===== src/rtl/core/cea_pkg.sv =====
// Shared constants, types and tables of the covariance error ellipse pipeline.
package cea_pkg;

    localparam int SQRT_W     = 64;  // radicand and partial root width
    localparam int SQRT_STEPS = 32;  // one result bit per cell
    localparam int CORDIC_W   = 37;  // x/y width incl. CORDIC gain
    localparam int ANGLE_W    = 21;  // angle accumulator, 2^-16 rad units
    localparam int YAW_W      = 15;  // Q2.13 output angle
    localparam int NUM_W      = 63;  // lateral numerator, never negative
    localparam int DEN_W      = 29;  // lateral denominator
    localparam int QUO_W      = 64;  // lateral quotient, wraps at 64 bits

    localparam logic signed [ANGLE_W-1:0] PI_Q16    = 21'sd205887;
    localparam logic signed [ANGLE_W-1:0] YAW_LIMIT = 21'sd12868;

    typedef struct packed {
        logic signed [CORDIC_W-1:0] x;
        logic signed [CORDIC_W-1:0] y;
        logic signed [ANGLE_W-1:0]  z;
        logic                       byp;  // axis-aligned vector, angle already final
    } cordic_t;

    // atan(2^-i) in 2^-16 rad units
    function automatic logic [15:0] atan_q16(input logic [4:0] i);
        logic [15:0] v;
        case (i)
            5'd0:    v = 16'd51472;
            5'd1:    v = 16'd30386;
            5'd2:    v = 16'd16055;
            5'd3:    v = 16'd8150;
            5'd4:    v = 16'd4091;
            5'd5:    v = 16'd2047;
            5'd6:    v = 16'd1024;
            5'd7:    v = 16'd512;
            5'd8:    v = 16'd256;
            5'd9:    v = 16'd128;
            5'd10:   v = 16'd64;
            5'd11:   v = 16'd32;
            5'd12:   v = 16'd16;
            5'd13:   v = 16'd8;
            5'd14:   v = 16'd4;
            5'd15:   v = 16'd2;
            5'd16:   v = 16'd1;
            default: v = 16'd0;
        endcase
        return v;
    endfunction

endpackage


===== src/rtl/core/cea_cordic_cell.sv =====
// One vectoring CORDIC rotation step with its registered x, y and angle.
module cea_cordic_cell #(
    parameter int STAGE = 0
) (
    input  logic              clk,
    input  logic              en,
    input  cea_pkg::cordic_t  cin,
    output cea_pkg::cordic_t  cout
);
    localparam int AW = cea_pkg::ANGLE_W;

    cea_pkg::cordic_t       cell_next;
    cea_pkg::cordic_t       cell_reg;
    logic signed [AW-1:0]   step;

    always_comb
    begin
        step      = $signed({5'd0, cea_pkg::atan_q16(5'(STAGE))});
        cell_next = cin;
        if (!cin.byp)
        begin
            if (!cin.y[cea_pkg::CORDIC_W-1])
            begin
                cell_next.x = cin.x + (cin.y >>> STAGE);
                cell_next.y = cin.y - (cin.x >>> STAGE);
                cell_next.z = cin.z + step;
            end
            else
            begin
                cell_next.x = cin.x - (cin.y >>> STAGE);
                cell_next.y = cin.y + (cin.x >>> STAGE);
                cell_next.z = cin.z - step;
            end
        end
    end

    always_ff @(posedge clk)
    begin
        if (en)
            cell_reg <= cell_next;
    end

    assign cout = cell_reg;

endmodule


===== config.mk =====
export PLATFORM = sky130hd
export DESIGN_NAME = cea_cordic_cell
export DESIGN_NICKNAME = d
export VERILOG_FILES = /design/src/rtl/core/cea_pkg.sv /design/src/rtl/core/cea_cordic_cell.sv
export SDC_FILE = /design/constraint.sdc
export NUM_CORES = 1
export LEC_CHECK = 0
export ABC_AREA = 1
export BUFFER_PORTS_ARGS = -buffer_cell sky130_fd_sc_hd__buf_4
export CAP_MARGIN = 20
export CORE_MARGIN = 2
export CORE_UTILIZATION = 50
export DETAILED_ROUTE_END_ITERATION = 12
export PLACE_DENSITY_LB_ADDON = 0.1
export SYNTH_ARGS = -nofsm -noshare
export SYNTH_HDL_FRONTEND = slang
export SYNTH_SLANG_ARGS = --single-unit

===== constraint.sdc =====
create_clock -name clk -period 4.2 [get_ports clk]
set_input_delay 0.21 -clock clk [delete_from_list [all_inputs] [get_ports clk]]
set_output_delay 0.21 -clock clk [all_outputs]
set_load 0.01 [all_outputs]

==> reports/results.tsv <==
metric	value	unit
status	completed	
Max Fclk	393	MHz
initial standard-cell utilization of the core	0.506	
count of nets left with antenna violations after detail routing	0	
type of destination of the critical path	register	
post-route insts no fill	2495	
wire per inst	19.7	µm
Leak	7.60	nW
number of distinct library cells after synthesis	46	
overall die area	0.0266	mm²
Sinks on Clock Net	96	
Die Wd	163	µm
sequential share of power	0.304	
part of the power in combinational logic	0.457	
post-route minimum period	2.54	ns
count of state elements after synthesis	96	
worst ir drop on vdd	0.222	mV
Int Pwr	2.35	mW
number of failing setup endpoints in the final timing report	0	
top-level I/O count	194	
cells traversed along the worst timing path	buf_4 > inv_1 > ha_1 > nand2_1 > nor2_1 > nand2_1 > nor2_1 > and3_1 > nor2_1 > nand3_1 > nand3_1 > nand3_1 > nand2_1	
flip-flop count of the largest register, all copies and words added	96	
Routability Congestion	1.10	
Hold Violations, Final	0	
Worst Hold Class	in2reg	
portion of the clock cycle consumed by the worst path in the final layout	0.606	
area added between synthesis and finish	14.8	%
maximum capacitance violations	0	
DR iter-0 viols	1635	
number of max-slew violations in the final report	0	
required time of the critical path	4.33	ns
antenna cells	0	
count of unresolved DRC violations after routing	0	
kind of start point of the critical path	primary input	
antenna violations before repair	0	
critical path type	in2reg	
fraction of the yosys area taken by sequential cells	0.227	
vias after detailed routing	14175	
number of global-route vias before repair	13068	
TritonCTS clock tree	done	
share of total power in the clock network	0.239	
count of TritonRoute iterations in the first routing pass	9	
root buf cell	sky130_fd_sc_hd__clkbuf_16	
maximum number of pins on one net before global-route repair	65	
combined global-route utilization of all metal layers	0.364	
synthesized cell area	0.0127	mm²
Detailed Route WL	49100	µm
H-tree level count	3	
Worst Setup Slack, final	1.66	ns
pwr dens	279	mW/mm²
Worst-Margin Slew	1.02	ns
net switching power	1.70	mW
vias per std cell	5.68	
Cells after DPL	2479	
clock tree buffer depth	2	
standard cell core area	0.0250	mm²
YS warnings	0	
share of cells above drive strength 1	0.126	
Remaining Overflow, GRT	0	
PortBufs	193	
number of buffers inserted during clock tree synthesis	9	
wire length of the first global-routing pass	73200	µm
worst slew slack as a fraction of its limit	0.318	
# Post-CTS Setup Buffers	0	
maximum fanout along the worst path	9	
clock slew at the register clock pins of the worst setup and hold paths	0.08	ns
fraction of power spent switching nets	0.420	
RSZ-0062 raised after global routing	false	
Syn Inst Count	2009	
floorplan die height	163	µm
post-placement worst setup slack	1.35	ns
number of buffers inserted for hold repair after clock tree synthesis	0	
crit path DAT	2.67	ns
overall power after layout	4.06	mW
total nets after synthesis	2242	
total negative setup slack	0	ns
Final nets	2393	
Buf+Inv Stages, Crit Path	2	
Slowest-stage cell, CP	sky130_fd_sc_hd__ha_1	
DP Wirelength	40100	µm
average instance area after synthesis	6.31	µm²
Resized Gates After CTS	0	
Rows	58	
delay of the slowest critical-path stage	0.53	ns
critical path's top delay family	simple AND/OR/NAND/NOR gates	
==> cell usage in the layout, fill, tap and decap left out, types with 3 or more instances in the layout <==
cell and count:
sky130_fd_sc_hd__or2_2 6, sky130_fd_sc_hd__o21ai_2 5, sky130_fd_sc_hd__nand3_1 148, sky130_fd_sc_hd__inv_1 293, sky130_fd_sc_hd__o211ai_1 14, sky130_fd_sc_hd__nor2_1 194
sky130_fd_sc_hd__nor2_2 14, sky130_fd_sc_hd__a31oi_1 7, sky130_fd_sc_hd__and2_1 5, sky130_fd_sc_hd__xor2_1 41, sky130_fd_sc_hd__nand3_2 7, sky130_fd_sc_hd__o22ai_1 12
sky130_fd_sc_hd__a21boi_0 3, sky130_fd_sc_hd__clkbuf_16 9, sky130_fd_sc_hd__nand4_1 10, sky130_fd_sc_hd__fa_1 4, sky130_fd_sc_hd__nand2_2 12, sky130_fd_sc_hd__a211oi_1 3
sky130_fd_sc_hd__ha_1 131, sky130_fd_sc_hd__inv_2 8, sky130_fd_sc_hd__o21ai_0 111, sky130_fd_sc_hd__a21o_1 10, sky130_fd_sc_hd__xnor2_1 4, sky130_fd_sc_hd__edfxtp_1 96
sky130_fd_sc_hd__nor3_1 15, sky130_fd_sc_hd__nand2_1 593, sky130_fd_sc_hd__o21bai_1 14, sky130_fd_sc_hd__a21oi_1 156, sky130_fd_sc_hd__o21ai_1 10, sky130_fd_sc_hd__buf_4 203
sky130_fd_sc_hd__o21a_1 5
==> synth_stat cells, drive strengths merged <==
cell type / instances / area, µm²
a211oi: 3 / 22.5
a21boi: 4 / 30.0
a21o: 10 / 75.1
a21oi: 157 / 790
a22oi: 2 / 15.0
a31oi: 7 / 43.8
and2: 6 / 37.5
and3: 1 / 6.26
buf: 48 / 325
clkbuf: 15 / 56.3
clkinv: 1 / 3.75
edfxtp: 96 / 2880
fa: 4 / 80.1
ha: 131 / 1640
inv: 301 / 1130
nand2: 605 / 2300
nand3: 155 / 811
nand3b: 2 / 15.0
nand4: 10 / 62.6
nor2: 209 / 827
nor3: 16 / 85.1
nor4: 1 / 12.5
o211ai: 14 / 105
o21a: 5 / 37.5
o21ai: 126 / 649
o21bai: 14 / 105
o221ai: 2 / 17.5
o22ai: 12 / 75.1
o31ai: 1 / 7.51
or2: 6 / 37.5
xnor2: 4 / 35.0
xor2: 41 / 359
==> area by class of cell <==
cell class	count	area, µm²
clock buffers	10	229
clock inverters	6	91.3
fillers	2512	10500
inverters	302	1130
multi-input cells	1548	8280
flip-flops and latches	96	2880
well taps	330	413
repair buffers	203	1520
==> metal layers <==
metal,part of all wire,global-route usage,routed length [µm]
met1,0.43,0.515,21200
met2,0.41,0.552,20300
met3,0.12,0.0653,5700
met4,0.038,0.136,1860
met5,0,0,0
==> final timing paths <==
| check | start | to | slack, ns | cells past startpoint |
|---|---|---|---|---|
| worst min-delay path | cin[3] | cout[3] | 0.01 | 1 |
| worst max-delay path | cin[48] | cout[94] | 1.66 | 13 |
==> power groups by stage <==
stage                     Combinational, mW  Sequential [mW]  Clock [mW]
after global placement                 1.78             1.25           0
after detailed placement               1.79             1.25           0
after global routing                   2.02             1.24        1.01
after floorplan                        1.06             1.31           0
final                                  1.85             1.23       0.970
after CTS                              1.80             1.23       0.970
==> cells by family (layout without fill, tap and decap cells) <==
family          after synthesis  after routing  share of synthesized area
compound gates              357            357                      0.156
xor+xnor                     45             45                     0.0311
fa+ha+maj                   135            135                      0.136
buf+inv                     365            521                      0.119
flops                        96             96                      0.227
simple gates               1011           1011                      0.331
==> stage by stage <==
| stage | util | area [µm²] | hold WS, ns |
|---|---|---|---|
| detailed placement | 0.569 | 14200 | 0.392 |
| global route | 0.581 | 14600 | 0.00780 |
| global placement | 0.569 | 14200 | 0.390 |
| finish | 0.581 | 14600 | 0.0144 |
| CTS | 0.581 | 14600 | 0.0140 |
| floorplan | - | 12700 | 0.309 |
No activity file was read; power rests on OpenSTA's default activity.
