**config.mk**
```make
export PLATFORM = sky130hd
export DESIGN_NAME = cea_sqrt_cell
export DESIGN_NICKNAME = d
export VERILOG_FILES = /design/src/rtl/core/cea_pkg.sv /design/src/rtl/core/cea_sqrt_cell.sv
export SDC_FILE = /design/constraint.sdc
export NUM_CORES = 1
export LEC_CHECK = 0
export ABC_CLOCK_PERIOD_IN_PS = 3500
export BUFFER_PORTS_ARGS = -buffer_cell sky130_fd_sc_hd__buf_2
export CAP_MARGIN = 20
export CORE_MARGIN = 2
export CORE_UTILIZATION = 42
export DETAILED_ROUTE_END_ITERATION = 10
export PLACE_DENSITY = 0.67
export SLEW_MARGIN = 10
export SYNTH_ARGS = -nofsm -noshare
export SYNTH_HDL_FRONTEND = slang
export SYNTH_SLANG_ARGS = --single-unit
export TNS_END_PERCENT = 20
```
**constraint.sdc**
```tcl
create_clock -name clk -period 3.5 [get_ports clk]
set_input_delay 0.525 -clock clk [delete_from_list [all_inputs] [get_ports clk]]
set_output_delay 0.525 -clock clk [all_outputs]
set_load 0.005 [all_outputs]
```
**src/rtl/core/cea_pkg.sv**
```systemverilog
// Shared constants, types and tables of the covariance error ellipse pipeline.
package cea_pkg;

    localparam int SQRT_W     = 64;  // radicand and partial root width
    localparam int SQRT_STEPS = 32;  // one result bit per cell
    localparam int CORDIC_W   = 37;  // x/y width incl. CORDIC gain
    localparam int ANGLE_W    = 21;  // angle accumulator, 2^-16 rad units
    localparam int YAW_W      = 15;  // Q2.13 output angle
    localparam int NUM_W      = 63;  // lateral numerator, never negative
    localparam int DEN_W      = 29;  // lateral denominator
    localparam int QUO_W      = 64;  // lateral quotient, wraps at 64 bits

    localparam logic signed [ANGLE_W-1:0] PI_Q16    = 21'sd205887;
    localparam logic signed [ANGLE_W-1:0] YAW_LIMIT = 21'sd12868;

    typedef struct packed {
        logic signed [CORDIC_W-1:0] x;
        logic signed [CORDIC_W-1:0] y;
        logic signed [ANGLE_W-1:0]  z;
        logic                       byp;  // axis-aligned vector, angle already final
    } cordic_t;

    // atan(2^-i) in 2^-16 rad units
    function automatic logic [15:0] atan_q16(input logic [4:0] i);
        logic [15:0] v;
        case (i)
            5'd0:    v = 16'd51472;
            5'd1:    v = 16'd30386;
            5'd2:    v = 16'd16055;
            5'd3:    v = 16'd8150;
            5'd4:    v = 16'd4091;
            5'd5:    v = 16'd2047;
            5'd6:    v = 16'd1024;
            5'd7:    v = 16'd512;
            5'd8:    v = 16'd256;
            5'd9:    v = 16'd128;
            5'd10:   v = 16'd64;
            5'd11:   v = 16'd32;
            5'd12:   v = 16'd16;
            5'd13:   v = 16'd8;
            5'd14:   v = 16'd4;
            5'd15:   v = 16'd2;
            5'd16:   v = 16'd1;
            default: v = 16'd0;
        endcase
        return v;
    endfunction

endpackage

```
**src/rtl/core/cea_sqrt_cell.sv**
```systemverilog
// One restoring square root step: decides one result bit and registers it.
module cea_sqrt_cell #(
    parameter int STEP = 0
) (
    input  logic                         clk,
    input  logic                         en,
    input  logic [cea_pkg::SQRT_W-1:0]   rad_in,
    input  logic [cea_pkg::SQRT_W-1:0]   root_in,
    output logic [cea_pkg::SQRT_W-1:0]   rad_out,
    output logic [cea_pkg::SQRT_W-1:0]   root_out
);
    localparam int W = cea_pkg::SQRT_W;
    localparam logic [W-1:0] BIT = W'(1) << (W - 2 - 2 * STEP);

    logic [W-1:0] trial;
    logic [W-1:0] rad_next;
    logic [W-1:0] root_next;
    logic [W-1:0] rad_reg;
    logic [W-1:0] root_reg;

    always_comb
    begin
        trial = root_in + BIT;
        if (rad_in >= trial)
        begin
            rad_next  = rad_in - trial;
            root_next = (root_in >> 1) + BIT;
        end
        else
        begin
            rad_next  = rad_in;
            root_next = root_in >> 1;
        end
    end

    always_ff @(posedge clk)
    begin
        if (en)
        begin
            rad_reg  <= rad_next;
            root_reg <= root_next;
        end
    end

    assign rad_out  = rad_reg;
    assign root_out = root_reg;

endmodule

```
==> Implementation_results.wiki, run 1 <==
{| class="wikitable"
! Metric !! Value
|-
| Violation count after the first detailed-routing iteration || 451
|-
| Endpoint of the most critical setup path || rad_out[60]
|-
| Total of warnings raised by yosys || 0
|-
| Final setup violation count || 0
|-
| Max-slew headroom at the worst pin || 0.638
|-
| Ratio of cells with drive above 1 in the final layout || 0.338
|-
| Cells along the critical path || buf_2 -> inv_1 -> ha_1 -> fa_2 -> nand2b_4 -> a21oi_2 -> o41ai_2 -> nor4bb_1 -> buf_4 -> nor3_4 -> o21ai_2 -> o41ai_4 -> buf_6 -> or4b_1 -> a21oi_1 -> nor3_1
|-
| Async set-reset flop share out of synthesis || 0
|-
| Most numerous cell types in the synthesized netlist || edfxtp_1 (128), a21oi_1 (111), nor2_1 (82), inv_1 (78), ha_1 (64)
|-
| Leakage power || 5.48 nW
|-
| Area added between synthesis and finish || 34.4%
|-
| Clock tree from TritonCTS || built
|-
| Clock net sink count || 128
|-
| Top-level port count || 258
|-
| Number of buffers inserted during clock tree synthesis || 17
|-
| Top cells by area in the synthesized netlist || edfxtp_1 (45%), ha_1 (9.3%), a21oi_1 (6.5%), a21o_1 (4.3%), xnor2_1 (3.7%)
|-
| Largest net degree at the start of global routing || 74
|-
| Mapped Nets || 1080
|-
| Worst Setup Start Kind || primary input
|-
| Final instance area || 11600 µm²
|-
| Sw Ratio || 0.293
|-
| Input/output buffers || 257
|-
| Peak fanout along the critical path || 7
|-
| RSZ-0062 raised after global routing || false
|-
| Residual overflow from global routing || 0
|-
| Final critical-path setup slack || 0.214 ns
|-
| Areal power density over the cells || 448 nW/µm²
|-
| Number of maximum-capacitance violations || 0
|-
| Worst path slowest cell || or4b_1
|-
| Number of buffers on the longest clock path || 2
|-
| P_int || 3.67 mW
|-
| Setup slack after placement || -0.556 ns
|-
| Area after DPL || 11000 µm²
|-
| Crit-path max cell delay || 0.44 ns
|-
| IR drop worst, VDD || 0.000359 V
|-
| Clock root cell || clkbuf_16
|-
| Highest attainable clock frequency || 304 MHz
|-
| Placer congestion estimate || 0.875
|-
| Worst min-delay path class || primary input to flip-flop
|-
| Count of distinct cell types in the synthesized netlist || 58
|-
| Sequential fraction of the synthesis area || 0.446
|-
| Endpoint arrival time on the critical path || 3.47 ns
|-
| Number of nets in the layout || 1434
|-
| Library cell occupying the most area in the post-synthesis netlist || edfxtp_1
|-
| Global-route met3 utilization || 0.0472
|-
| Overall fraction of global-route tracks in use || 0.217
|-
| Clock network fraction of design power || 0.332
|-
| Proportion of netlist area held by the largest area contributor || 0.446
|-
| Count of final hold-check violations || 0
|-
| Most common cell in the netlist || edfxtp_1
|-
| Starting utilization of the core area || 0.427
|-
| Via count of the first global-routing pass || 7693
|-
| Nature of the critical path endpoint || flip-flop
|-
| Ant. Diodes || 0
|-
| Transition at the pin with the smallest max-transition slack || 0.543 ns
|-
| Mean instance size in the synthesized netlist || 9.73 µm²
|-
| Number of enable-type register cells in the synthesized netlist || 128
|-
| Setup Crit Path Kind || primary input to flip-flop
|-
| Fin. max-slew vios || 0
|-
| DRT Pass-1 Iters || 5
|-
| Routed vias/inst || 5.19
|-
| Synth Flop Type || edfxtp_1
|-
| Netlist Area Pre-Place || 8610 µm²
|-
| Critical path data required time || 3.68 ns
|-
| Antenna-violating nets left || 0
|-
| Outcome || completed
|-
| First-pass GRT wire length || 37800 µm
|-
| Time the worst path needs with I/O delays and setup || 3.29 ns
|-
| Met2 Use GR || 0.355
|-
| Synth Register Bits || 128
|-
| Post-CTS Hold Fix Bufs || 0
|-
| Die Y || 147 µm
|-
| DRC errors left || 0
|-
| Total Negative Setup Slacks || 0 ns
|-
| DR WL/cell || 15.6 µm
|-
| Wire length after detailed routing || 23700 µm
|-
| Number of standard cells after synthesis || 885
|-
| Rows || 52
|-
| CTS H-tree lvls || 4
|-
| Sequential fraction of design power || 0.377
|-
| Final period util || 0.939
|-
| Start point of the critical path || rad_in[0]
|-
| Total die area || 21700 µm²
|-
| Number of antenna violations at the first check in global routing || 0
|-
| Met1 Use GR || 0.295
|-
| Via count || 7901
|-
| Switching power || 1.52 mW
|-
| Detailed placement HPWL || 18800 µm
|-
| Clock input transition at the sequential cells of the worst setup and hold paths || 0.06 ns
|-
| Busiest metal layer after global routing || met2
|-
| Logic gate share of total power || 0.291
|-
| Die X || 147 µm
|-
| Core Region || 20200 µm²
|}
-- power by group through the flow --
| stage | Combinational [mW] | Sequential [mW] | Clock [mW] |
|---|---|---|---|
| after global routing | 1.66 | 1.97 | 1.80 |
| after CTS | 1.50 | 1.96 | 1.75 |
| after floorplan | 0.787 | 2.02 | 0 |
| after detailed placement | 1.48 | 1.99 | 0 |
| after global placement | 1.46 | 1.99 | 0 |
| final | 1.51 | 1.96 | 1.72 |
-- cell usage in the layout, fill, tap and decap left out, drive strengths merged, types with 12 or more instances in the layout --
cell type,synthesis,layout
o21ai,43,43
buf,11,372
ha,64,64
edfxtp,128,128
nor3,12,12
a21o,49,49
xnor2,36,36
nor2,82,82
a21oi,111,111
mux2,14,14
and3,13,13
inv,78,78
nand4,18,18
nand2,52,52
xor2,20,20
clkbuf,26,20
nand3,14,14
-- worst min path at each step --
stage | startpoint | end | slack [ns] | cells after the start
CTS | root_in[56] | root_out[55] | 0.27 | 1
global route | root_in[56] | root_out[55] | 0.27 | 1
detailed placement | root_in[57] | root_out[56] | 0.72 | 1
global placement | root_in[46] | root_out[45] | 0.72 | 1
floorplan | root_in[1] | root_out[0] | 0.62 | 0
finish | root_in[52] | root_out[51] | 0.28 | 1
-- per-layer routing --
metal  routed length [µm]  part of all wire  vias up
met5                    0                 0        -
met4                  256             0.011        0
met3                 1570             0.066       21
met2                11100              0.47      260
met1                10800              0.46     3675
li1                     -                 -     3945
-- repair_timing --
| item | 4_1_cts | 5_1_grt |
|---|---|---|
| pin swaps | 1 | 1 |
| buffers inserted | 2 | 0 |
| gates cloned | 0 | 0 |
| endpoints found under the hold margin | 0 | 0 |
| gates resized for setup | 0 | 11 |
| setup endpoints to repair | 22 | 58 |
-- per-stage QoR --
stage	hold slack [ns]	total power, mW	cells	util
after floorplan	0.624	2.80	885	-
after global placement	0.717	3.45	1488	0.543
after detailed placement	0.717	3.47	1488	0.543
after CTS	0.271	5.20	1522	0.572
after global routing	0.269	5.44	1522	0.574
final	0.284	5.19	1522	0.574
-- cell type report --
class / instances / area [µm²]
Inverter: 78 / 293
Clock buffer: 20 / 437
Tap cell: 270 / 338
Clock inverter: 12 / 119
Timing Repair Buffer: 372 / 2190
Fill cell: 1815 / 8590
Multi-Input combinational cell: 642 / 4360
Sequential cell: 128 / 3840
-- worst max-delay path, delay by kind of cell --
| family | cells | cell delay, ns |
|---|---|---|
| AOI/OAI and AO/OA | 5 | 0.87 |
| buffers and inverters | 4 | 0.47 |
| adders and majority gates | 2 | 0.58 |
| and+or+nand+nor | 5 | 1.01 |
-- cells by family after synthesis --
kind of cell,Yosys count,synth area share
AO/OA/AOI/OAI,272,0.198
AND/OR/NAND/NOR,234,0.132
flip-flops,128,0.446
buffers and inverters,115,0.0519
adder cells (fa/ha/maj),65,0.0953
XOR/XNOR,56,0.0570
multiplexers,15,0.0195
-- sequential cells by signal, indices dropped and copies added (netlist names) --
signal / count
root_out: 64
rad_out: 64
Power figures use the tool's default switching activity.
==> run 2: changes to the inputs <==
--- a/config.mk
+++ b/config.mk
@@ -11,7 +11,7 @@
 export CORE_MARGIN = 2
 export CORE_UTILIZATION = 42
 export DETAILED_ROUTE_END_ITERATION = 10
-export PLACE_DENSITY = 0.67
+export PLACE_DENSITY = 0.7
 export SLEW_MARGIN = 10
 export SYNTH_ARGS = -nofsm -noshare
 export SYNTH_HDL_FRONTEND = slang
==> run 2 against run 1 <==
Compared with the run above: core utilization fell by 0.38 points; critical path type unchanged; die area did not move; non-clock buffer count fell by 13.
==> Implementation_results.wiki, run 2 (synthesis results as in run 1) <==
{| class="wikitable"
! Metric !! Value
|-
| Total Negative Setup Slacks || 0 ns (unchanged)
|-
| Violation count after the first detailed-routing iteration || 478 (+6.0%)
|-
| Leakage power || 5.42 nW (-1.1%)
|-
| Number of standard cells in the final layout excluding fillers || 1510 (-0.79%)
|-
| Final period util || 0.952 (+0.0129)
|-
| Met1 WL || 10500 µm (-2.5%)
|-
| Peak fanout along the critical path || 8 (+1)
|-
| Outcome || completed
|-
| Number of antenna violations at the first check in global routing || 2 (+2)
|-
| Critical path data required time || 3.68 ns (about the same)
|-
| Antenna-violating nets left || 0 (unchanged)
|-
| Clock tree from TritonCTS || built
|-
| Detailed-routed wire length on met2 || 10700 µm (-3.2%)
|-
| Ratio of cells with drive above 1 in the final layout || 0.331 (-0.00695)
|-
| Wire length after detailed routing || 23300 µm (-1.9%)
|-
| Number of maximum-capacitance violations || 0 (unchanged)
|-
| Highest attainable clock frequency || 300 MHz (-1.4%)
|-
| Area after DPL || 10900 µm² (-0.53%)
|-
| Number of buffers on the longest clock path || 2 (unchanged)
|-
| Number of buffers inserted during clock tree synthesis || 17 (unchanged)
|-
| Worst Setup Start Kind || primary input
|-
| Residual overflow from global routing || 0 (unchanged)
|-
| Placer congestion estimate || 0.862 (-1.4%)
|-
| Via count of the first global-routing pass || 7422 (-3.5%)
|-
| Fin. max-slew vios || 0 (unchanged)
|-
| Post-CTS Hold Fix Bufs || 0 (unchanged)
|-
| Overall fraction of global-route tracks in use || 0.212 (-0.00441)
|-
| Max-slew headroom at the worst pin || 0.531 (-0.107)
|-
| Power, Total || 5.14 mW (-0.87%)
|-
| Time the worst path needs with I/O delays and setup || 3.33 ns (+0.0452 ns)
|-
| Area taken by multi-input logic gates || 4360 µm² (about the same)
|-
| Core Region || 20200 µm² (unchanged)
|-
| DR WL/cell || 15.4 µm (-1.1%)
|-
| Clock root cell || clkbuf_16
|-
| Count of final hold-check violations || 0 (unchanged)
|-
| Top-level port count || 258 (unchanged)
|-
| First-pass GRT wire length || 36900 µm (-2.4%)
|-
| Routed vias/inst || 5.17 (-0.39%)
|-
| Rows || 52 (unchanged)
|-
| Die Y || 147 µm (unchanged)
|-
| Die X || 147 µm (unchanged)
|-
| Total instance count after detailed placement || 1477 (-0.74%)
|-
| Starting utilization of the core area || 0.427 (unchanged)
|-
| Met3 Wirelength || 1500 µm (-4.3%)
|-
| Final setup violation count || 0 (unchanged)
|-
| Most common cell after layout, fill and taps aside || buf_2
|-
| CTS H-tree lvls || 4 (unchanged)
|-
| Final instance area || 11500 µm² (-0.66%)
|-
| Via count || 7808 (-1.2%)
|-
| Number of nets in the layout || 1421 (-0.91%)
|-
| Transition at the pin with the smallest max-transition slack || 0.704 ns (+0.161 ns)
|-
| Fillers || 1842 (+1.5%)
|-
| Leading cell types in the layout, fill and taps excluded || buf_2 (256), edfxtp_1 (128), a21oi_1 (109), buf_4 (98), nor2_1 (82)
|-
| DRT Pass-1 Iters || 5 (unchanged)
|-
| Areal power density over the cells || 447 nW/µm² (-0.21%)
|-
| DRC errors left || 0 (unchanged)
|-
| Max layer used || met5
|-
| IR drop worst, VDD || 0.000343 V (-4.4%)
|-
| Worst min-delay path class || primary input to flip-flop
|-
| Clock net sink count || 128 (unchanged)
|-
| Largest net degree at the start of global routing || 73 (-1.4%)
|-
| Nature of the critical path endpoint || flip-flop
|-
| Total die area || 21700 µm² (unchanged)
|-
| Endpoint arrival time on the critical path || 3.51 ns (+0.04 ns)
|-
| Clock input transition at the sequential cells of the worst setup and hold paths || 0.06 ns (about the same)
|-
| Area added between synthesis and finish || 33.6%
|-
| Setup Crit Path Kind || primary input to flip-flop
|-
| Sequential Area || 3840 µm² (unchanged)
|-
| Detailed placement HPWL || 18400 µm (-2.0%)
|-
| Input/output buffers || 257 (unchanged)
|}
-- run 2: changes by cell type in the layout (fill, tap and decap cells not counted), sizes merged --
cell	delta
buf	-13
diode	+1
-- run 2: through the flow --
| step | hold WS, ns | utilization | worst slack (ns) |
|---|---|---|---|
| finish | 0.288 | 0.570 | 0.169 |
| global route | 0.271 | 0.570 | -0.0105 |
| CTS | 0.270 | 0.568 | 0.0900 |
| detailed placement | 0.718 | 0.541 | -0.361 |
| global placement | 0.717 | 0.541 | -0.277 |
| floorplan | 0.624 | - | 0.115 |
-- run 2: path summary, 6_finish.rpt --
path                     from           end  depth (start not counted)
hold / removal    root_in[61]  root_out[60]                          1
setup / recovery    rad_in[0]   rad_out[60]                         16
-- run 2: report_power, final --
group | switching, mW | total, mW | internal (mW)
Clock | 0.666 | 1.70 | 1.04
Sequential | 0.0417 | 1.96 | 1.92
Combinational | 0.782 | 1.48 | 0.703
-- run 2: critical path: stages --
cell      delay, ns
buf_2          0.09
inv_1          0.04
ha_1           0.21
fa_1           0.38
nand2b_4       0.16
a21oi_2        0.16
o41ai_2        0.12
nor4bb_1       0.16
buf_4          0.14
nor3_4         0.19
o21ai_2        0.10
o41ai_4        0.40
buf_12         0.17
or4b_1         0.46
a21oi_2        0.13
nor3_1         0.06
-- run 2: what timing repair did --
item,CTS,global route
gates resized for setup,0,7
setup endpoints to repair,0,20
hold endpoints to repair,0,0
buffers inserted,0,0
-- run 2: area by class of cell --
cell class,count,area share
well taps,270,0.0294
multi-input cells,642,0.379
diodes,1,0.000218
clock inverters,12,0.0103
clock buffers,20,0.0380
inverters,78,0.0255
repair buffers,359,0.183
flip-flops and latches,128,0.334
-- run 2: metal layers --
| layer | up-vias | global-route usage |
|---|---|---|
| met2 | 287 | 0.337 |
| met5 | - | 0 |
| met4 | 2 | 0.0625 |
| met3 | 33 | 0.0472 |
| met1 | 3575 | 0.293 |
| li1 | 3911 | - |
