### config.mk
export PLATFORM = sky130hd
export DESIGN_NAME = cea_div_cell
export DESIGN_NICKNAME = d
export VERILOG_FILES = /design/src/rtl/core/cea_pkg.sv /design/src/rtl/core/cea_div_cell.sv
export SDC_FILE = /design/constraint.sdc
export NUM_CORES = 1
export LEC_CHECK = 0
export BUFFER_PORTS_ARGS = -buffer_cell sky130_fd_sc_hd__buf_2
export CORE_UTILIZATION = 30
export DETAILED_ROUTE_END_ITERATION = 8
export SETUP_SLACK_MARGIN = 0.2
export SYNTH_ARGS = -nofsm -noshare
export SYNTH_HDL_FRONTEND = slang
export SYNTH_SLANG_ARGS = --single-unit
### constraint.sdc
create_clock -name clk -period 9.4 [get_ports clk]
set_input_delay 2.35 -clock clk [delete_from_list [all_inputs] [get_ports clk]]
set_output_delay 2.35 -clock clk [all_outputs]
set_load 0.005 [all_outputs]
### src/rtl/core/cea_pkg.sv
// Shared constants, types and tables of the covariance error ellipse pipeline.
package cea_pkg;

    localparam int SQRT_W     = 64;  // radicand and partial root width
    localparam int SQRT_STEPS = 32;  // one result bit per cell
    localparam int CORDIC_W   = 37;  // x/y width incl. CORDIC gain
    localparam int ANGLE_W    = 21;  // angle accumulator, 2^-16 rad units
    localparam int YAW_W      = 15;  // Q2.13 output angle
    localparam int NUM_W      = 63;  // lateral numerator, never negative
    localparam int DEN_W      = 29;  // lateral denominator
    localparam int QUO_W      = 64;  // lateral quotient, wraps at 64 bits

    localparam logic signed [ANGLE_W-1:0] PI_Q16    = 21'sd205887;
    localparam logic signed [ANGLE_W-1:0] YAW_LIMIT = 21'sd12868;

    typedef struct packed {
        logic signed [CORDIC_W-1:0] x;
        logic signed [CORDIC_W-1:0] y;
        logic signed [ANGLE_W-1:0]  z;
        logic                       byp;  // axis-aligned vector, angle already final
    } cordic_t;

    // atan(2^-i) in 2^-16 rad units
    function automatic logic [15:0] atan_q16(input logic [4:0] i);
        logic [15:0] v;
        case (i)
            5'd0:    v = 16'd51472;
            5'd1:    v = 16'd30386;
            5'd2:    v = 16'd16055;
            5'd3:    v = 16'd8150;
            5'd4:    v = 16'd4091;
            5'd5:    v = 16'd2047;
            5'd6:    v = 16'd1024;
            5'd7:    v = 16'd512;
            5'd8:    v = 16'd256;
            5'd9:    v = 16'd128;
            5'd10:   v = 16'd64;
            5'd11:   v = 16'd32;
            5'd12:   v = 16'd16;
            5'd13:   v = 16'd8;
            5'd14:   v = 16'd4;
            5'd15:   v = 16'd2;
            5'd16:   v = 16'd1;
            default: v = 16'd0;
        endcase
        return v;
    endfunction

endpackage

### src/rtl/core/cea_div_cell.sv
// One restoring division step: brings down one dividend bit, yields one quotient bit.
module cea_div_cell #(
    parameter int J = 0  // dividend bit position counted from the top
) (
    input  logic                        clk,
    input  logic                        en,
    input  logic [cea_pkg::NUM_W-1:0]   num_in,
    input  logic [cea_pkg::DEN_W-1:0]   den_in,
    input  logic [cea_pkg::DEN_W-1:0]   rem_in,
    input  logic [cea_pkg::QUO_W-1:0]   quo_in,
    output logic [cea_pkg::NUM_W-1:0]   num_out,
    output logic [cea_pkg::DEN_W-1:0]   den_out,
    output logic [cea_pkg::DEN_W-1:0]   rem_out,
    output logic [cea_pkg::QUO_W-1:0]   quo_out
);
    localparam int NW = cea_pkg::NUM_W;
    localparam int DW = cea_pkg::DEN_W;
    localparam int QW = cea_pkg::QUO_W;

    logic          dbit;
    logic [DW:0]   shifted;
    logic [DW-1:0] rem_next;
    logic          qbit;
    logic [NW-1:0] num_reg;
    logic [DW-1:0] den_reg;
    logic [DW-1:0] rem_reg;
    logic [QW-1:0] quo_reg;

    always_comb
    begin
        // below the numerator's bits the dividend is the zero fraction
        if (J < NW)
            dbit = num_in[(J < NW) ? (NW - 1 - J) : 0];
        else
            dbit = 1'b0;
        shifted = {rem_in, dbit};
        if (shifted >= {1'b0, den_in})
        begin
            rem_next = DW'(shifted - {1'b0, den_in});
            qbit     = 1'b1;
        end
        else
        begin
            rem_next = shifted[DW-1:0];
            qbit     = 1'b0;
        end
    end

    always_ff @(posedge clk)
    begin
        if (en)
        begin
            num_reg <= num_in;
            den_reg <= den_in;
            rem_reg <= rem_next;
            quo_reg <= {quo_in[QW-2:0], qbit};
        end
    end

    assign num_out = num_reg;
    assign den_out = den_reg;
    assign rem_out = rem_reg;
    assign quo_out = quo_reg;

endmodule

==> impl_results.md, run 1 <==
- Post-synth ARST share: 0
- Crit-path max FO: 34
- WHS Endpoint: quo_out[22]$_DFFE_PP_
- Chip width: 162 µm
- Hold path cells: 1
- Post-synthesis sequential area ratio: 0.721
- Worst slew margin: 0.328
- Worst Path Required: 9.57 ns
- Setup TNS: 0 ns
- Root Driver: clkbuf_16
- Routed vias/inst: 4.40
- DRT iter0 DRCs: 441
- Top_reg_cell synth: edfxtp_1
- Detailed-route wire length per cell: 17.0 µm
- Vias in the first global route: 5,181
- Core Area: 25,200 µm²
- Clock buffer count from CTS: 17
- Final ANT Viol Nets: 0
- Fin cells: 1,216
- Synth Area per Inst: 15.6 µm²
- Placed wire-length estimate: 16,000 µm
- Share of layout cells above drive strength 1: 0.495
- Final period utilization: 0.576
- I/O Pins: 372
- Hold Vio Cnt, Final: 0
- Synth top area share: 0.721
- Max Cap Viol: 0
- Setup bufs post-CTS: 0
- GRT Util Overall: 0.153
- HP Class: in2reg
- Worst path arrival time: 5.59 ns
- H-tree depth: 4
- First-pass GRT wire length: 30,100 µm
- Fin nets: 1,088
- CTS clk-pin slew, worst paths: 0.08 ns
- Initial Utilization: 0.306
- First-pass DRT Iterations: 4
- Cts hold-fix bufs: 0
- Placer Congestion: 0.779
- CP startpoint kind: input port
- Slew @ Worst Pin: 1.01 ns
- PD cells: 195 nW/µm²
- DP Cell Count: 1,182
- Static Leak: 0.00460 µW
- Clk sink count: 185
- Via count: 5,354
- Area contributors post-synth: edfxtp_1 (72%), ha_1 (4.7%), a21oi_2 (2.3%), nor2_1 (1.9%), xnor2_1 (1.8%)
- Clk buf depth: 2
- Fillers: 2,350
- Worst vdd ir: 167 µV
- Buffers on Ports: 370
- Synth area leader: edfxtp_1
- Final WL: 20,600 µm
- DRC viols: 0
- Slew Limit Fails: 0
- Final critical-path required period: 5.41 ns
- Post-Syn Instances: 495
- Outcome: completed
- Final Core Density: 0.417
- CP endpoint kind: flip-flop
- RSZ-0062 raised after global routing: no
- Synth-to-layout area growth: 36.2%
- Largest net degree at the start of global routing: 108
- F_max: 0.185 GHz
- Post-synth EDFFs: 185
- Final setup violation count: 0
- #FFs+latches synth: 185
- Total die area: 26,300 µm²
- # rows: 58
- Yosys warns: 0
- Worst setup path startpoint: num_in[62]
- Antenna violations before repair: 5
- Hold wc startpoint: quo_in[21]
- TritonCTS clock tree: built
- Critical setup path kind: in2reg
- Worst hold margin: 2.09 ns
- Die height: 162 µm
- Post-synth cell types: 52
- Synthesized area: 7700 µm²
- Post-cts sizing count: 0
- Syn Nets: 712
- Remaining Overflow, GRT: 0
layout by cell type (no fill, tap or decap), types with 2 or more instances in the layout:
cell type   Yosys  final
o21bai_1        2      2
xnor2_1        16     16
diode_2         0      2
mux2_2          4      4
o211ai_1        3      3
nand2b_1        4      4
clkbuf_16       0     17
a21oi_1        24     24
and2_1          3      3
o21ai_1         2      2
nand4_1         7      7
nor2b_1         4      4
inv_1          35     35
inv_6           0      3
buf_2           1    369
ha_1           29     29
a21o_1         17     17
inv_8           0      2
nand3_1         8      8
nor2_1         40     40
o21ai_0        10     10
clkinv_8        0      7
and3_1          3      3
clkinvlp_4      0      2
edfxtp_1      185    185
a211oi_1        3      3
a31oi_1         4      4
o31a_1          2      2
a21oi_2        20     20
nand2_1        21     21
mux2_4          2      2
buf_4           2      2
a221oi_1        2      2
xor2_1         10     10
area by class of cell:
class / count / area [µm²] / area share
Multi-Input combinational cell: 260 / 1900 / 0.181
Clock inverter: 15 / 183 / 0.0174
Inverter: 35 / 131 / 0.0125
Sequential cell: 185 / 5560 / 0.529
Antenna cell: 2 / 5.00 / 0.000477
Timing Repair Buffer: 372 / 1880 / 0.179
Clock buffer: 17 / 425 / 0.0405
Tap cell: 330 / 413 / 0.0394
cell usage after synthesis (6+ instances only):
library cell and n:
inv_1 35, clkbuf_1 6, a21oi_1 24, o21ai_0 10, nand2_1 21, a21o_1 17, xnor2_1 16, nor2_1 40
ha_1 29, xor2_1 10, nand4_1 7, nand3_1 8, edfxtp_1 185, a21oi_2 20
where the power goes:
group	internal, µW	total [µW]	switching [µW]
logic	143	307	165
clock network	360	723	363
registers	996	1010	16.0
worst max-delay path, stage by stage:
cell,delay (ns)
buf_2,0.10
inv_1,0.04
ha_1,0.21
fa_1,0.41
nor2b_1,0.19
o31a_1,0.19
o21ai_1,0.16
a31o_4,0.31
o311ai_4,0.26
a41o_2,0.52
buf_4,0.46
mux2_2,0.38
how the worst max path moves through the flow:
| stage | end | slack (ns) | cells after the start |
|---|---|---|---|
| floorplan | rem_out[21]$_DFFE_PP_ | 4.56 | 12 |
| global placement | rem_out[3]$_DFFE_PP_ | 3.53 | 12 |
| detailed placement | rem_out[9]$_DFFE_PP_ | 3.55 | 12 |
| CTS | rem_out[3]$_DFFE_PP_ | 3.99 | 12 |
| global route | rem_out[3]$_DFFE_PP_ | 3.76 | 12 |
| finish | rem_out[3]$_DFFE_PP_ | 3.99 | 12 |
logic make-up after synthesis:
kind of cell | synth area share
flip-flops | 0.721
AO/OA/AOI/OAI | 0.101
AND/OR/NAND/NOR | 0.0570
buffers and inverters | 0.0320
adder cells (fa/ha/maj) | 0.0497
XOR/XNOR | 0.0296
multiplexers | 0.00974
registers in the layout, indices dropped and copies added (netlist names):
signal   count
num_out     63
rem_out     29
quo_out     64
den_out     29
metal layers:
layer	up-vias	wire length, µm	global-route usage
met4	4	275	0.0485
met5	-	22	0
li1	2610	-	-
met3	17	1560	0.0523
met1	2537	7960	0.168
met2	186	10800	0.275
stage by stage:
stage | setup WS (ns) | power (µW) | area (µm²)
floorplan | 4.56 | 1180 | 7700
global placement | 3.53 | 1340 | 9880
detailed placement | 3.55 | 1340 | 9880
CTS | 3.99 | 2080 | 10500
global route | 3.76 | 2130 | 10500
finish | 3.99 | 2040 | 10500
Note: power is estimated with default switching activity, not from simulation.
==> run 2: changes to the inputs <==
clock period = 4.93 ns   (was 9.4 ns; I/O delays follow)
==> impl_results.md, run 2 (synthesis gave the netlist of run 1 again) <==
- Outcome: completed
- Logic gate share of total power: 0.153
- Clk buf depth: 2
- Largest stage delay on the critical path: 0.60 ns
- First-pass DRT Iterations: 4
- Via count: 5,401
- Hold path cells: 1
- Crit-path slowest cell: a41o_2
- Crit-path leading delay family: compound AO/OA/AOI/OAI gates
- Highest Signal Layer: met5
- Setup bufs post-CTS: 0
- First-pass GRT wire length: 30,600 µm
- Final WL: 21,100 µm
- Ant diodes: 0
- Power share of the sequential group: 0.495
- Core Area: 25,200 µm²
- P_sw: 1040 µW
- GRT Util Overall: 0.156
- Largest register FFs: 64
- Critical setup path kind: in2reg
- Buffers on Ports: 370
- HP Class: in2reg
- Pint: 2860 µW
- Commonest non-fill, non-tap cells in the layout: buf_2 (369), edfxtp_1 (185), nor2_1 (40)
- DRC viols: 0
- Slew Limit Fails: 0
- Hold wc startpoint: quo_in[31]
- Chip width: 162 µm
- Clk sink count: 185
- Setup TNS: 0 ns
- Met1 wire length: 7870 µm
- PD cells: 370 nW/µm²
- Final period utilization: 0.797
- Detailed-route wire length per cell: 17.3 µm
- DP Cell Count: 1,186
- CTS clk-pin slew, worst paths: 0.08 ns
- TritonCTS clock tree: built
- Crit-path max FO: 21
- CP endpoint kind: flip-flop
- Slew @ Worst Pin: 0.570 ns
- CP startpoint kind: input port
- I/O Pins: 372
- Clock buffer count from CTS: 17
- Cts hold-fix bufs: 0
- Synth-to-layout area growth: 36.7%
- Remaining Overflow, GRT: 0
- Switching Share: 0.266
- DRT iter0 DRCs: 347
- # rows: 58
- Initial Utilization: 0.306
- WHS Endpoint: quo_out[32]$_DFFE_PP_
- Post-cts sizing count: 0
- Vias in the first global route: 5,271
- Worst path arrival time: 4.10 ns
- F_max: 0.254 GHz
- Routed vias/inst: 4.43
- DR WL met2: 11,000 µm
- Root Driver: clkbuf_16
- H-tree depth: 4
- Worst slew margin: 0.620
- Final ANT Viol Nets: 0
- RSZ-0062 raised after global routing: no
- Final setup violation count: 0
- Worst vdd ir: 212 µV
- Antenna violations before repair: 1
- Largest net degree at the start of global routing: 93
- Clk pwr share: 0.353
- Share of layout cells above drive strength 1: 0.498
- Most common cell after layout, fill and taps aside: buf_2
- Placer Congestion: 0.805
- WL met3: 1850 µm
- Hold Vio Cnt, Final: 0
- Worst Path Required: 5.10 ns
- Die height: 162 µm
- CP Cell Sequence: buf_2 > inv_1 > ha_1 > fa_1 > nor2b_1 > o31a_1 > o21ai_1 > a31o_4 > o311ai_4 > a41o_2 > mux2_2
- Fin nets: 1,092
- Placed wire-length estimate: 16,400 µm
- Static Leak: 0.00462 µW
- Max Cap Viol: 0
- Total die area: 26,300 µm²
- Worst path bufs/invs: 2
- Fin cells: 1,218
- Final critical-path required period: 3.93 ns
-- run 2: changes by cell type in the layout (fill, tap and decap cells not counted), sizes merged --
cell,change
buf,+4
diode,-2
-- run 2: routing by layer --
metal  global-route usage  vias to the layer above
met1                0.169                     2554
met2                0.281                      217
met3               0.0569                       23
met4               0.0506                        2
li1                     -                     2605
met5                    0                        -
-- run 2: cell type report --
| cell class | instances | area [µm²] |
|---|---|---|
| Sequential cell | 185 | 5560 |
| Clock inverter | 15 | 183 |
| Multi-Input combinational cell | 260 | 1900 |
| Clock buffer | 17 | 425 |
| Fill cell | 2411 | 14700 |
| Inverter | 35 | 131 |
| Tap cell | 330 | 413 |
| Timing Repair Buffer | 376 | 1920 |
-- run 2: worst max-delay path by stage --
stage / start / endpoint / slack (ns) / depth (start not counted)
5_1_grt: num_in[62] / rem_out[1]$_DFFE_PP_ / 0.82 / 13
4_1_cts: num_in[62] / rem_out[1]$_DFFE_PP_ / 0.99 / 12
6_report: num_in[62] / rem_out[3]$_DFFE_PP_ / 1.0 / 11
3_5_place_dp: num_in[62] / rem_out[10]$_DFFE_PP_ / 0.55 / 11
2_1_floorplan: num_in[62] / rem_out[21]$_DFFE_PP_ / 1.21 / 12
3_3_place_gp: num_in[62] / rem_out[3]$_DFFE_PP_ / 0.58 / 11
-- run 2: per-stage QoR --
step	area (µm²)	utilization	total power, µW	hold WS (ns)	worst slack (ns)
finish	10500	0.418	3900	0.972	0.999
global route	10500	0.418	4080	0.939	0.824
CTS	10500	0.418	3960	0.947	0.994
detailed placement	9920	0.394	2570	1.41	0.550
global placement	9920	0.394	2560	1.41	0.580
floorplan	7700	-	2250	1.33	1.21
-- run 2: power groups by stage --
| stage | sequential, µW | clock [µW] | combinational [µW] |
|---|---|---|---|
| floorplan | 1990 | 0 | 262 |
| global placement | 1960 | 0 | 594 |
| detailed placement | 1970 | 0 | 602 |
| CTS | 1930 | 1420 | 605 |
| global route | 1940 | 1480 | 655 |
| finish | 1930 | 1380 | 595 |
==> run 3: changes to the inputs <==
ABC_AREA = 1   (was default)
clock period = 3.7 ns   (was 4.93 ns; I/O delays follow)
==> impl_results.md, run 3 <==
- TritonCTS clock tree: built
- Largest register FFs: 64
- Slew Limit Fails: 0
- Fillers: 2,759
- Fin nets: 1,378
- WL met3: 1940 µm
- DR WL met2: 12,700 µm
- Root Driver: clkbuf_16
- Post-Syn Instances: 774
- Top_reg_cell synth: edfxtp_1
- Worst path arrival time: 2.81 ns
- Most frequent cells after synthesis: nand2_1 (242), edfxtp_1 (185), inv_1 (133)
- Slew @ Worst Pin: 0.726 ns
- Area contributors post-synth: edfxtp_1 (65%), nand2_1 (11%), inv_1 (5.8%), ha_1 (4.2%), nand3_1 (2.9%)
- Met1 wire length: 8800 µm
- Synth Area in Adders: 0.0448
- Hold Vio Cnt, Final: 0
- Fin cells: 1,554
- Antenna violations before repair: 4
- Critical setup path kind: in2reg
- Clk buf depth: 2
- Post-synthesis mux area share: 0
- Static Leak: 0.00560 µW
- Total die area: 29,200 µm²
- Vias in the first global route: 6,201
- Synthesized area: 8540 µm²
- First-pass DRT Iterations: 4
- CP startpoint kind: input port
- Post-synthesis sequential area ratio: 0.650
- DRC viols: 0
- Compound-Gate Fraction of Synth Area: 0.0164
- Crit-path max FO: 32
- Simple-gate share of the synthesized area: 0.205
- Worst slew margin: 0.516
- Max Cap Viol: 0
- Share of layout cells above drive strength 1: 0.391
- Cts hold-fix bufs: 0
- Synth area leader: edfxtp_1
- Largest net degree at the start of global routing: 75
- F_max: 0.381 GHz
- GRT Util Overall: 0.159
- Placer Congestion: 0.892
- First-pass GRT wire length: 34,400 µm
- Routed vias/inst: 4.22
- Clock buffer count from CTS: 17
- Commonest non-fill, non-tap cells in the layout: buf_2 (369), nand2_1 (242), edfxtp_1 (185)
- Final critical-path required period: 2.63 ns
- Most common cell after layout, fill and taps aside: buf_2
- DRT iter0 DRCs: 310
- Setup TNS: 0 ns
- Final period utilization: 0.710
- H-tree depth: 4
- Setup bufs post-CTS: 0
- Synth top area share: 0.650
- Register area: 5560 µm²
- I/O Pins: 372
- Placed wire-length estimate: 19,300 µm
- Post-synth EDFFs: 185
- RSZ-0062 raised after global routing: no
- Main combinational cell family by area after synthesis: simple AND/OR/NAND/NOR gates
- Final ANT Viol Nets: 0
- Outcome: completed
- Chip width: 171 µm
- Highest Signal Layer: met5
- HP Class: in2reg
- Buffers on Ports: 370
- # rows: 61
- PD cells: 456 nW/µm²
- CP endpoint kind: flip-flop
- DP Cell Count: 1,520
- Syn Nets: 991
- Initial Utilization: 0.306
- Synth-to-layout area growth: 34.1%
- Worst Path Required: 3.89 ns
- Detailed-route wire length per cell: 15.4 µm
- Area of the multi-input gates: 2380 µm²
- Final setup violation count: 0
- Via count: 6,556
- Final WL: 23,900 µm
- Die height: 171 µm
- Top-count cell post-synth: nand2_1
- Clk sink count: 185
- Synth Area per Inst: 11.0 µm²
- Worst vdd ir: 271 µV
- Post-Synth XOR/XNOR Area: 0.0123
- Post-synth ARST share: 0
- Post-synth cell types: 33
- Remaining Overflow, GRT: 0
- Tot Pwr: 5230 µW
- #FFs+latches synth: 185
- Final Core Density: 0.410
- Core Area: 27,900 µm²
- Post-cts sizing count: 0
- CTS clk-pin slew, worst paths: 0.08 ns
- Yosys warns: 0
run 3: cell types whose count changed in the layout (fill, tap and decap cells not counted), moves of 16 or more:
cell and change:
inv_1 +98, nand2_1 +221, a21oi_2 -19, nand3_2 +18, nand3_1 +41, a21o_1 -16
run 3: final cells by class:
type,count,share of cell area
Clock buffer,18,0.0375
Timing Repair Buffer,375,0.168
Antenna cell,2,0.000437
Multi-Input combinational cell,441,0.207
Clock inverter,14,0.0149
Sequential cell,185,0.485
Inverter,141,0.0462
Tap cell,378,0.0413
run 3: logic make-up (layout without fill, tap and decap cells):
group / after synthesis / in the layout
AND/OR/NAND/NOR: 377 / 377
other: 0 / 2
flip-flops: 185 / 185
buffers and inverters: 148 / 548
XOR/XNOR: 12 / 12
adder cells (fa/ha/maj): 30 / 30
AO/OA/AOI/OAI: 22 / 22
run 3: critical path, cell delays in order:
cell and delay, ns:
buf_2 0.09, inv_1 0.05, ha_1 0.38, nand2_2 0.15
inv_1 0.06, a21oi_1 0.15, nand2_1 0.09, a21oi_2 0.17
nand3_4 0.43, nand3_2 0.21, nand2_1 0.09
run 3: per-stage QoR:
step           instance area, µm²  hold WS (ns)  worst slack, ns
6_report                    11500         0.662             1.07
5_1_grt                     11500         0.633            0.809
4_1_cts                     11500         0.637             1.04
3_5_place_dp                10900          1.10            0.557
3_3_place_gp                10900          1.10            0.571
2_1_floorplan                8540          1.02             1.13
run 3: power breakdown:
part / switching, µW / internal, µW / leakage [µW]
combinational: 498 / 351 / 0.00349
clock: 893 / 920 / 0.000292
sequential: 39.8 / 2530 / 0.00181
run 3: final timing paths:
check	startpoint	endpoint	slack, ns	cells after the start
worst max-delay path	den_in[21]	rem_out[28]$_DFFE_PP_	1.07	11
worst min-delay path	quo_in[50]	quo_out[51]$_DFFE_PP_	0.66	1
run 3: metal layers:
layer,up-vias,global-route usage
li1,3312,-
met3,29,0.0509
met5,-,0
met4,4,0.0529
met2,217,0.299
met1,2994,0.165
